[src/sv/sit_pkg.sv]
`timescale 1ns / 1ps

package sit_pkg;

    // Default and largest supported coordinate width
    localparam int COORD_WIDTH_DEF = 16;
    localparam int COORD_WIDTH_MAX = 32;

    // Four orientation tests, two products each
    localparam int NUM_ORIENT = 4;
    localparam int NUM_PROD   = 2 * NUM_ORIENT;

    // Coordinate differences formed in the first stage
    localparam int DIFF_BA_X  = 0;
    localparam int DIFF_BA_Y  = 1;
    localparam int DIFF_CA_X  = 2;
    localparam int DIFF_CA_Y  = 3;
    localparam int DIFF_DA_X  = 4;
    localparam int DIFF_DA_Y  = 5;
    localparam int DIFF_DC_X  = 6;
    localparam int DIFF_DC_Y  = 7;
    localparam int DIFF_AC_X  = 8;
    localparam int DIFF_AC_Y  = 9;
    localparam int DIFF_BC_X  = 10;
    localparam int DIFF_BC_Y  = 11;
    localparam int DIFF_COUNT = 12;

    // Endpoints after per-segment ordering
    localparam int PT_LO1   = 0;
    localparam int PT_HI1   = 1;
    localparam int PT_LO2   = 2;
    localparam int PT_HI2   = 3;
    localparam int PT_COUNT = 4;

    // Orientation signs: pos set for a positive cross product, zero for zero
    typedef struct packed {
        logic [NUM_ORIENT-1:0] pos;
        logic [NUM_ORIENT-1:0] zero;
    } sit_orient_t;

    // Point order: by x first, then by y
    function automatic logic pt_less(
        input logic signed [COORD_WIDTH_MAX-1:0] px,
        input logic signed [COORD_WIDTH_MAX-1:0] py,
        input logic signed [COORD_WIDTH_MAX-1:0] qx,
        input logic signed [COORD_WIDTH_MAX-1:0] qy
    );
        return (px < qx) || ((px == qx) && (py < qy));
    endfunction

endpackage

[src/sv/sit_prep.sv]
`timescale 1ns / 1ps

module sit_prep #(
    parameter int COORD_WIDTH = sit_pkg::COORD_WIDTH_DEF
) (
    input  logic                          clk,
    input  logic                          rst_n,
    input  logic                          in_valid,
    input  logic signed [COORD_WIDTH-1:0] a_x,
    input  logic signed [COORD_WIDTH-1:0] a_y,
    input  logic signed [COORD_WIDTH-1:0] b_x,
    input  logic signed [COORD_WIDTH-1:0] b_y,
    input  logic signed [COORD_WIDTH-1:0] c_x,
    input  logic signed [COORD_WIDTH-1:0] c_y,
    input  logic signed [COORD_WIDTH-1:0] d_x,
    input  logic signed [COORD_WIDTH-1:0] d_y,
    output logic                          out_valid,
    output logic signed [COORD_WIDTH:0]   diff [sit_pkg::DIFF_COUNT],
    output logic signed [COORD_WIDTH-1:0] ord_x [sit_pkg::PT_COUNT],
    output logic signed [COORD_WIDTH-1:0] ord_y [sit_pkg::PT_COUNT]
);
    import sit_pkg::*;

    localparam int DW = COORD_WIDTH + 1;

    logic                          valid_reg;
    logic signed [DW-1:0]          diff_reg  [DIFF_COUNT];
    logic signed [DW-1:0]          diff_next [DIFF_COUNT];
    logic signed [COORD_WIDTH-1:0] ord_x_reg  [PT_COUNT];
    logic signed [COORD_WIDTH-1:0] ord_y_reg  [PT_COUNT];
    logic signed [COORD_WIDTH-1:0] ord_x_next [PT_COUNT];
    logic signed [COORD_WIDTH-1:0] ord_y_next [PT_COUNT];
    logic                          swap_ab;
    logic                          swap_cd;

    // Sign-extend by one bit, then subtract: the difference is exact
    function automatic logic signed [DW-1:0] sub_ext(
        input logic signed [COORD_WIDTH-1:0] p,
        input logic signed [COORD_WIDTH-1:0] q
    );
        return {p[COORD_WIDTH-1], p} - {q[COORD_WIDTH-1], q};
    endfunction

    always_comb
    begin
        diff_next[DIFF_BA_X] = sub_ext(b_x, a_x);
        diff_next[DIFF_BA_Y] = sub_ext(b_y, a_y);
        diff_next[DIFF_CA_X] = sub_ext(c_x, a_x);
        diff_next[DIFF_CA_Y] = sub_ext(c_y, a_y);
        diff_next[DIFF_DA_X] = sub_ext(d_x, a_x);
        diff_next[DIFF_DA_Y] = sub_ext(d_y, a_y);
        diff_next[DIFF_DC_X] = sub_ext(d_x, c_x);
        diff_next[DIFF_DC_Y] = sub_ext(d_y, c_y);
        diff_next[DIFF_AC_X] = sub_ext(a_x, c_x);
        diff_next[DIFF_AC_Y] = sub_ext(a_y, c_y);
        diff_next[DIFF_BC_X] = sub_ext(b_x, c_x);
        diff_next[DIFF_BC_Y] = sub_ext(b_y, c_y);
    end

    // Order each segment's endpoints so the low one comes first
    assign swap_ab = pt_less(COORD_WIDTH_MAX'(b_x), COORD_WIDTH_MAX'(b_y),
                             COORD_WIDTH_MAX'(a_x), COORD_WIDTH_MAX'(a_y));
    assign swap_cd = pt_less(COORD_WIDTH_MAX'(d_x), COORD_WIDTH_MAX'(d_y),
                             COORD_WIDTH_MAX'(c_x), COORD_WIDTH_MAX'(c_y));

    always_comb
    begin
        ord_x_next[PT_LO1] = swap_ab ? b_x : a_x;
        ord_y_next[PT_LO1] = swap_ab ? b_y : a_y;
        ord_x_next[PT_HI1] = swap_ab ? a_x : b_x;
        ord_y_next[PT_HI1] = swap_ab ? a_y : b_y;
        ord_x_next[PT_LO2] = swap_cd ? d_x : c_x;
        ord_y_next[PT_LO2] = swap_cd ? d_y : c_y;
        ord_x_next[PT_HI2] = swap_cd ? c_x : d_x;
        ord_y_next[PT_HI2] = swap_cd ? c_y : d_y;
    end

    always_ff @(posedge clk or negedge rst_n)
    begin
        if (!rst_n)
        begin
            valid_reg <= 1'b0;
        end
        else
        begin
            valid_reg <= in_valid;
        end
    end

    always_ff @(posedge clk)
    begin
        diff_reg  <= diff_next;
        ord_x_reg <= ord_x_next;
        ord_y_reg <= ord_y_next;
    end

    assign out_valid = valid_reg;
    assign diff      = diff_reg;
    assign ord_x     = ord_x_reg;
    assign ord_y     = ord_y_reg;

endmodule

[config.mk]
export PLATFORM = sky130hd
export DESIGN_NAME = sit_prep
export DESIGN_NICKNAME = d
export VERILOG_FILES = /design/src/sv/sit_pkg.sv /design/src/sv/sit_prep.sv
export SDC_FILE = /design/constraint.sdc
export NUM_CORES = 1
export LEC_CHECK = 0
export BUFFER_PORTS_ARGS = -buffer_cell sky130_fd_sc_hd__buf_2
export CAP_MARGIN = 20
export CORE_ASPECT_RATIO = 1.4
export CORE_MARGIN = 4
export CORE_UTILIZATION = 54
export DETAILED_ROUTE_END_ITERATION = 7
export PLACE_DENSITY = 0.82
export SLEW_MARGIN = 20
export SYNTH_ARGS = -nofsm -noshare
export SYNTH_HDL_FRONTEND = slang
export SYNTH_SLANG_ARGS = --single-unit
[constraint.sdc]
create_clock -name clk -period 0.8 [get_ports clk]
set_clock_uncertainty 0.1 [all_clocks]
set_input_delay 0.08 -clock clk [delete_from_list [all_inputs] [get_ports clk]]
set_output_delay 0.08 -clock clk [all_outputs]
set_load 0.005 [all_outputs]
==> out/qor.yml, run 1 <==
die:
  start_util_pct: 54.7
  die_w_um: 159
  row_count: 77
  io_pins: 464
  die_h_um: 220
status:
  status: "stopped before the end"
  firstError: "[ERROR GRT-0116] Global routing finished with congestion. Check the congestion regions in the DRC Viewer."
  stop_stage: "5_1_grt"
synthesis:
  syn_nets: 2099
  synth_async_sr_flop_share_pct: 0.302
  yosysUniqueCellTypes: 72
  synth_area_sq_um: 17300
  avgSynthCellArea_sq_um: 9.86
  ys_ff_latch: 331
  synth_most_common_cell: "dfxtp_1"
  ys.flop_type: "dfxtp_1"
  yosysSeqAreaShare_pct: 38.2
  yosys.area.top_type_share_pct: 38.1
  yosys_warnings: 0
  netlist_top_cells_count: "330 x dfxtp_1, 196 x ha_1, 128 x inv_1"
  synth_top_area_cell: "dfxtp_1"
  synth_area_leaders: "dfxtp_1 38%, ha_1 14%, mux2_2 6.8%"
  synth-edff-count: 0
  netlist_instances: 1760
global_route:
  grt_pass1_vias: 28300
  grt_max_degree: 17
  gr-usage-all-layers_pct: 73.3
  grt_remaining_overflow: 152
  grt_pass1_wl_um: 195000
clock_tree:
  cts.sinks: 331
  clock-root-buffer: "clkbuf_16"
  cts_buffers: 34
  clk_path_buf_depth: 3
  cts_max_level: 2
placement:
  gp_congestion: 0.969
  hpwl_um: 56600
  post_dp_cell_area_sq_um: 25800
  portBuffers: 463
==> metal layers <==
layer	GRT overflow	global-route usage (%)
met3	8	54.3
met5	1	12.6
met4	68	86.1
met2	74	96.2
met1	1	66.1
==> kinds of logic after synthesis <==
| kind of cell | share of synthesized area [%] |
|---|---|
| buf+inv | 4.15 |
| xor+xnor | 6.97 |
| simple gates | 10.3 |
| fa+ha+maj | 15.5 |
| compound gates | 16.3 |
| flops | 38.2 |
| mux | 8.60 |
==> through the flow <==
stage,utilization (%),cells,worst slack [ns]
after detailed placement,81.5,3193,-2.05
after CTS,96.5,3373,-1.33
after floorplan,-,1760,-1.61
after global placement,81.5,3193,-1.93
==> what timing repair did <==
item | CTS
gates cloned | 12
endpoints found under the hold margin | 195
gates resized for setup | 599
endpoints found under the setup margin | 642
hold buffers | 21
buffers inserted | 105
pin swaps | 228
==> run 2, diff against run 1 <==
Settings changed: CORE_ASPECT_RATIO 1.4 to unset, CORE_UTILIZATION 54 to 40, PLACE_DENSITY 0.82 to unset, PLACE_DENSITY_LB_ADDON set to 0.15.
==> run 2 against run 1 <==
  * The flow now finishes, with violations (hold timing, setup timing)
  * Synthesized cell count stayed put
  * Area after synthesis unchanged
==> out/qor.yml, run 2 <==
status:
  status: "finished with violations"
  violations: "hold timing, setup timing"
layout:
  largest_reg_flops: 202
  layout.filler_cells: 2937
  final_common_cell: "buf_4"
  syn2layout_area_growth_pct: 87.6
  fin_util_pct: 75.7
  most-common-layout-cells: "627 x buf_4, 389 x buf_2, 190 x dfxtp_1, 163 x buf_6, 140 x dfxtp_2"
  final_nets: 3390
  drive_gt1_share_pct: 62.3
  fin_cells: 3668
placement:
  hpwl_um: 55700
  gp_congestion: 0.945
  portBuffers: 463
  dp_slack_ns: -1.93
  post-place-cells: 3409
critical_path:
  worstPathRequired_ns: 1.14
  path_class: "in -> reg"
  startpoint_type: "input port"
  end_kind: "flip-flop"
  worstPathMaxFanout: 5
  arrival_ns: 2.43
sta:
  drv_slew: 0
  finalCritPeriodShare_pct: 261
  max_freq_mhz: 479
  slew_headroom_pct: 55.4
  hold_viol_final: 158
  period_minus_slack_ns: 2.09
  grt_setup_unrepaired: "true"
  setup_ws_ns: -1.29
  hold_slack_ns: -0.284
  worstMarginPinSlew_ns: 0.668
  setup_violations: 639
synthesis:
  netlist_top_cells_count: "330 x dfxtp_1, 196 x ha_1, 128 x inv_1"
  ys_ff_latch: 331
  synth-edff-count: 0
  yosys.area.top_type_share_pct: 38.1
  avgSynthCellArea_sq_um: 9.86
  synth_async_sr_flop_share_pct: 0.302
  synth_area_leaders: "dfxtp_1 38%, ha_1 14%, mux2_2 6.8%"
  synth_area_sq_um: 17300
  synth_most_common_cell: "dfxtp_1"
  netlist_instances: 1760
  ys.flop_type: "dfxtp_1"
  syn_nets: 2099
  yosysSeqAreaShare_pct: 38.2
  yosys_warnings: 0
  synth_top_area_cell: "dfxtp_1"
  yosysUniqueCellTypes: 72
die:
  core_sq_um: 43000
  dieArea_sq_um: 46800
  die_h_um: 216
  start_util_pct: 40.4
  die_w_um: 216
  io_pins: 464
  row_count: 76
pwr:
  internal_power_mw: 45.5
  power_leakage_nw: 15.5
  pwr-share-comb_pct: 36.6
  clockPowerShare_pct: 31.0
  switching_share_pct: 30.1
  ir_worst_vdd_mv: 1.86
  powerDensity_nw_per_um2: 2000
  power_switching_mw: 19.6
  pwr-share-seq_pct: 32.5
clock_tree:
  clk_path_buf_depth: 3
  clock-root-buffer: "clkbuf_16"
  cts.sinks: 331
  clkTransAtPathRegs_ns: 0.06
  cts_buffers: 39
  cts_max_level: 2
  cts_tree: "done"
flow_run:
  cap_violations: 0
hold_path:
  hold_depth: 2
  worstHoldStart: "b_x[7]"
  hp-class: "in -> reg"
  hold_path_end: "ord_x[55]"
drt:
  first_pass_iters: 5
  drtIter0Drc: 949
  drc: 0
  vias_per_cell: 5.06
  wl_per_cell_um: 20.7
  routed_wl_um: 76100
  vias: 18600
  antenna_left: 0
global_route:
  antenna_found_initial: 2
  grt_pass1_vias: 19400
  grt_pass1_wl_um: 108000
  gr-usage-all-layers_pct: 29.7
  grt_remaining_overflow: 0
  grt_max_degree: 21
-- run 2: cell counts after synthesis --
Identical to the previous run, type by type.
-- run 2: final cells by class --
cell class | count | area (sq um) | share of cell area (%)
Inverter | 129 | 637 | 1.96
Antenna cell | 2 | 5.00 | 0.0154
Clock inverter | 18 | 335 | 1.03
Clock buffer | 53 | 1110 | 3.41
Sequential cell | 331 | 6810 | 20.9
Multi-Input combinational cell | 1264 | 13000 | 40.0
Tap cell | 585 | 732 | 2.25
Timing Repair Buffer | 1286 | 9890 | 30.4
-- run 2: how the worst max path moves through the flow --
stage                       from   endpoint  slack, ns  depth (start not counted)
after CTS                 a_y[1]  ord_y[36]      -1.30                         13
after global placement    c_y[1]  ord_y[14]      -1.91                         13
after global routing      c_x[1]   ord_x[4]      -1.33                         13
after floorplan           a_y[1]  ord_x[34]      -1.61                         10
final                     a_y[1]  ord_x[55]      -1.29                         13
after detailed placement  c_y[1]  ord_y[14]      -1.93                         13
-- run 2: kinds of logic (layout without fill, tap and decap cells) --
kind of cell,after synthesis,in the layout,share of synthesized area [%]
AOI/OAI and AO/OA,430,430,16.3
muxes,135,135,8.60
other,0,2,0
xor gates and xnor gates,138,138,6.97
buffers and inverters,165,1486,4.15
and+or+nand+nor,353,353,10.3
adders and majority gates,208,208,15.5
DFF,331,331,38.2
-- run 2: repair_timing --
item | 4_1_cts | 5_1_grt
hold buffers | 61 | 8
resized for setup | 536 | 269
endpoints found under the setup margin | 635 | 639
buffers inserted | 102 | 81
cloned | 5 | 3
pin swaps | 174 | 212
hold endpoints to repair | 229 | 164
-- run 2: through the flow --
stage,power (mW),setup TNS [ns],cell area [sq um],hold slack (ns)
3_5_place_dp,39.6,-465.09,26200,-0.244
4_1_cts,63.4,-394.29,31100,-0.308
3_3_place_gp,39.4,-462.23,26200,-0.246
5_1_grt,67.7,-412.37,32500,-0.297
6_report,65.1,-389.43,32500,-0.284
2_1_floorplan,29.5,-335.17,18700,-0.316
-- run 2: critical path, cell delays in order --
cell and delay [ns]:
buf_8 0.08, clkinvlp_4 0.11, ha_4 0.26, nor2b_4 0.12, o31a_1 0.29, o21ai_2 0.18, o21ai_2 0.10, nor4b_4 0.15
o31ai_4 0.23, buf_6 0.21, buf_8 0.15, buf_16 0.15, mux2_4 0.31
-- run 2: metal layers --
layer | part of all wire, % | global-route usage, %
met1 | 40 | 35.6
met5 | 0 | 0
met4 | 3.7 | 10.1
met2 | 51 | 54.2
met3 | 5.7 | 4.56
-- run 2: power by group through the flow --
stage,Combinational [mW],Clock (mW),Sequential [mW]
global placement,18.4,0,21.1
floorplan,8.57,0,21.0
detailed placement,18.6,0,21.0
global route,25.3,21.1,21.3
CTS,21.9,20.4,21.1
finish,23.8,20.2,21.1
No activity file was read; power rests on OpenSTA's default activity.
==> run 3, diff against run 2 <==
Settings changed: CAP_MARGIN 20 to 25, CORE_ASPECT_RATIO set to 1.1, CORE_MARGIN 4 to 2.
==> run 3 against run 2 <==
  * The run still ends with hold timing, setup timing left
  * Design area is 1.6% lower
  * Cell count hardly changed
  * Routed wire length is 1.9% lower
  * First-iteration DRC count is 19% lower
  * Core utilization is 1.5 points lower
  * Critical path depth stayed put
  * Critical endpoint is now ord_x[23]
==> out/qor.yml, run 3 (same netlist as run 2, synthesis figures left out) <==
layout:
  fin_area_sq_um: 32000
  most-common-layout-cells: "632 x buf_4, 434 x buf_2, 328 x dfxtp_1, 135 x ha_1, 111 x mux2_4"
  final_nets: 3411
  final_common_cell: "buf_4"
  drive_gt1_share_pct: 57.3
  antenna_cells: 0
  syn2layout_area_growth_pct: 84.6
  largest_reg_flops: 202
pwr:
  power_switching_mw: 19.3
  internal_power_mw: 42.8
  switching_share_pct: 31.1
  pwr-share-comb_pct: 38.0
  power_leakage_nw: 15.4
  ir_worst_vdd_mv: 1.73
  clockPowerShare_pct: 28.8
  pwr-share-seq_pct: 33.2
  powerDensity_nw_per_um2: 1940
sta:
  setup_ws_ns: -1.38
  max_freq_mhz: 459
  setup_violations: 640
  drv_slew: 0
  period_minus_slack_ns: 2.18
  hold_viol_final: 126
  slew_headroom_pct: 58.5
  worstMarginPinSlew_ns: 0.623
  finalCritPeriodShare_pct: 272
  hold_slack_ns: -0.257
  grt_setup_unrepaired: "true"
die:
  die_w_um: 203
  core_sq_um: 43100
  io_pins: 464
  die_h_um: 222
  start_util_pct: 40.2
  dieArea_sq_um: 45100
  row_count: 80
flow_run:
  cap_violations: 0
critical_path:
  arrival_ns: 2.52
  cp.buffers_inverters: 5
  end_kind: "flip-flop"
  path_class: "in -> reg"
  worstPathCellList: "buf_8, clkinvlp_4, ha_4, nor2b_4, o31a_1, o41ai_2, buf_4, o21a_1, o21ai_2, o41ai_4, clkbuf_16, buf_12, mux2_4"
  worstPathRequired_ns: 1.14
  cpPeakStageDelay_ns: 0.33
  critical_path.slowest_cell: "o31a_1"
  startpoint_type: "input port"
  worstPathMaxFanout: 7
  crit_family: "compound AO/OA/AOI/OAI gates"
global_route:
  grt_pass1_vias: 19500
  gr-usage-all-layers_pct: 30.9
  grt_pass1_wl_um: 107000
  grt_max_degree: 14
  grt_remaining_overflow: 0
  antenna_found_initial: 0
status:
  status: "finished with violations"
  violations: "hold timing, setup timing"
drt:
  routed_wl_um: 74600
  antenna_left: 0
  wl_per_cell_um: 20.3
  drtIter0Drc: 768
  vias: 18700
  drc: 0
  vias_per_cell: 5.11
  first_pass_iters: 4
clock_tree:
  cts_max_level: 2
  cts.sinks: 331
  clk_path_buf_depth: 3
  clock-root-buffer: "clkbuf_16"
  cts_buffers: 38
  clkTransAtPathRegs_ns: 0.06
  cts_tree: "done"
hold_path:
  hp-class: "in -> reg"
  worstHoldStart: "b_x[0]"
  hold_path_end: "ord_x[32]"
  hold_depth: 3
placement:
  portBuffers: 463
  hpwl_um: 53900
  gp_congestion: 0.978
  post_dp_cell_area_sq_um: 26300
## run 3: cell types whose count changed in the layout (fill, tap and decap cells not counted), sizes merged
cell,before,now
clkinvlp,15,14
dlygate4sd3,67,82
dlymetal6s2s,0,1
diode,2,0
clkbuf,55,60
bufinv,9,3
clkinv,8,6
inv,115,117
buf,1217,1219
## run 3: power by group through the flow
stage	combinational [mW]	sequential (mW)	clock, mW
5_1_grt	25.0	20.8	18.7
4_1_cts	22.2	20.5	18.1
2_1_floorplan	8.57	21.0	0
6_report	23.6	20.6	17.9
3_5_place_dp	18.6	20.8	0
3_3_place_gp	18.3	20.8	0
## run 3: final cells by class
class,instances,area (sq um)
Clock buffer,54,1100
Clock inverter,11,143
Fill cell,2840,11100
Inverter,129,628
Multi-Input combinational cell,1264,12900
Sequential cell,331,6640
Tap cell,574,718
Timing Repair Buffer,1308,9870
## run 3: stage by stage
stage               setup WS, ns  TNS (ns)  std cells  power [mW]  utilization [%]
CTS                        -1.29   -410.39       3628        60.8             71.9
floorplan                  -1.61   -335.17       1760        29.5                -
finish                     -1.38   -408.37       3671        62.1             74.2
detailed placement         -2.11   -479.56       3400        39.5             60.9
global route               -1.43   -432.46       3671        64.5             74.2
global placement           -2.06   -471.80       3400        39.1             60.9
## run 3: how the worst max path moves through the flow
stage,from,end,slack [ns],depth (start not counted)
3_5_place_dp,c_y[1],ord_x[1],-2.11,12
6_report,c_x[1],ord_x[23],-1.38,13
4_1_cts,c_x[2],ord_x[25],-1.29,15
5_1_grt,c_y[1],ord_x[23],-1.43,12
2_1_floorplan,a_y[1],ord_x[34],-1.61,10
3_3_place_gp,c_y[1],ord_x[2],-2.06,11
## run 3: layer usage
layer	global-route usage [%]	wire length (um)	vias up
met3	5.27	3820	181
met1	33.9	28500	9089
met2	58.2	38900	598
met4	12.7	3370	0
met5	0	0	-
li1	-	-	8876
## run 3: what timing repair did
| item | 4_1_cts | 5_1_grt |
|---|---|---|
| hold buffers | 81 | 8 |
| gates cloned | 9 | 4 |
| setup buffers | 85 | 66 |
| endpoints found under the setup margin | 633 | 642 |
| pin swaps | 179 | 182 |
| gates resized for setup | 390 | 189 |
| hold endpoints to repair | 230 | 135 |
## run 3: worst min-delay path, cell delays in order
cell	delay, ns
buf_2	0.15
inv_12	0.07
mux2i_1	0.06
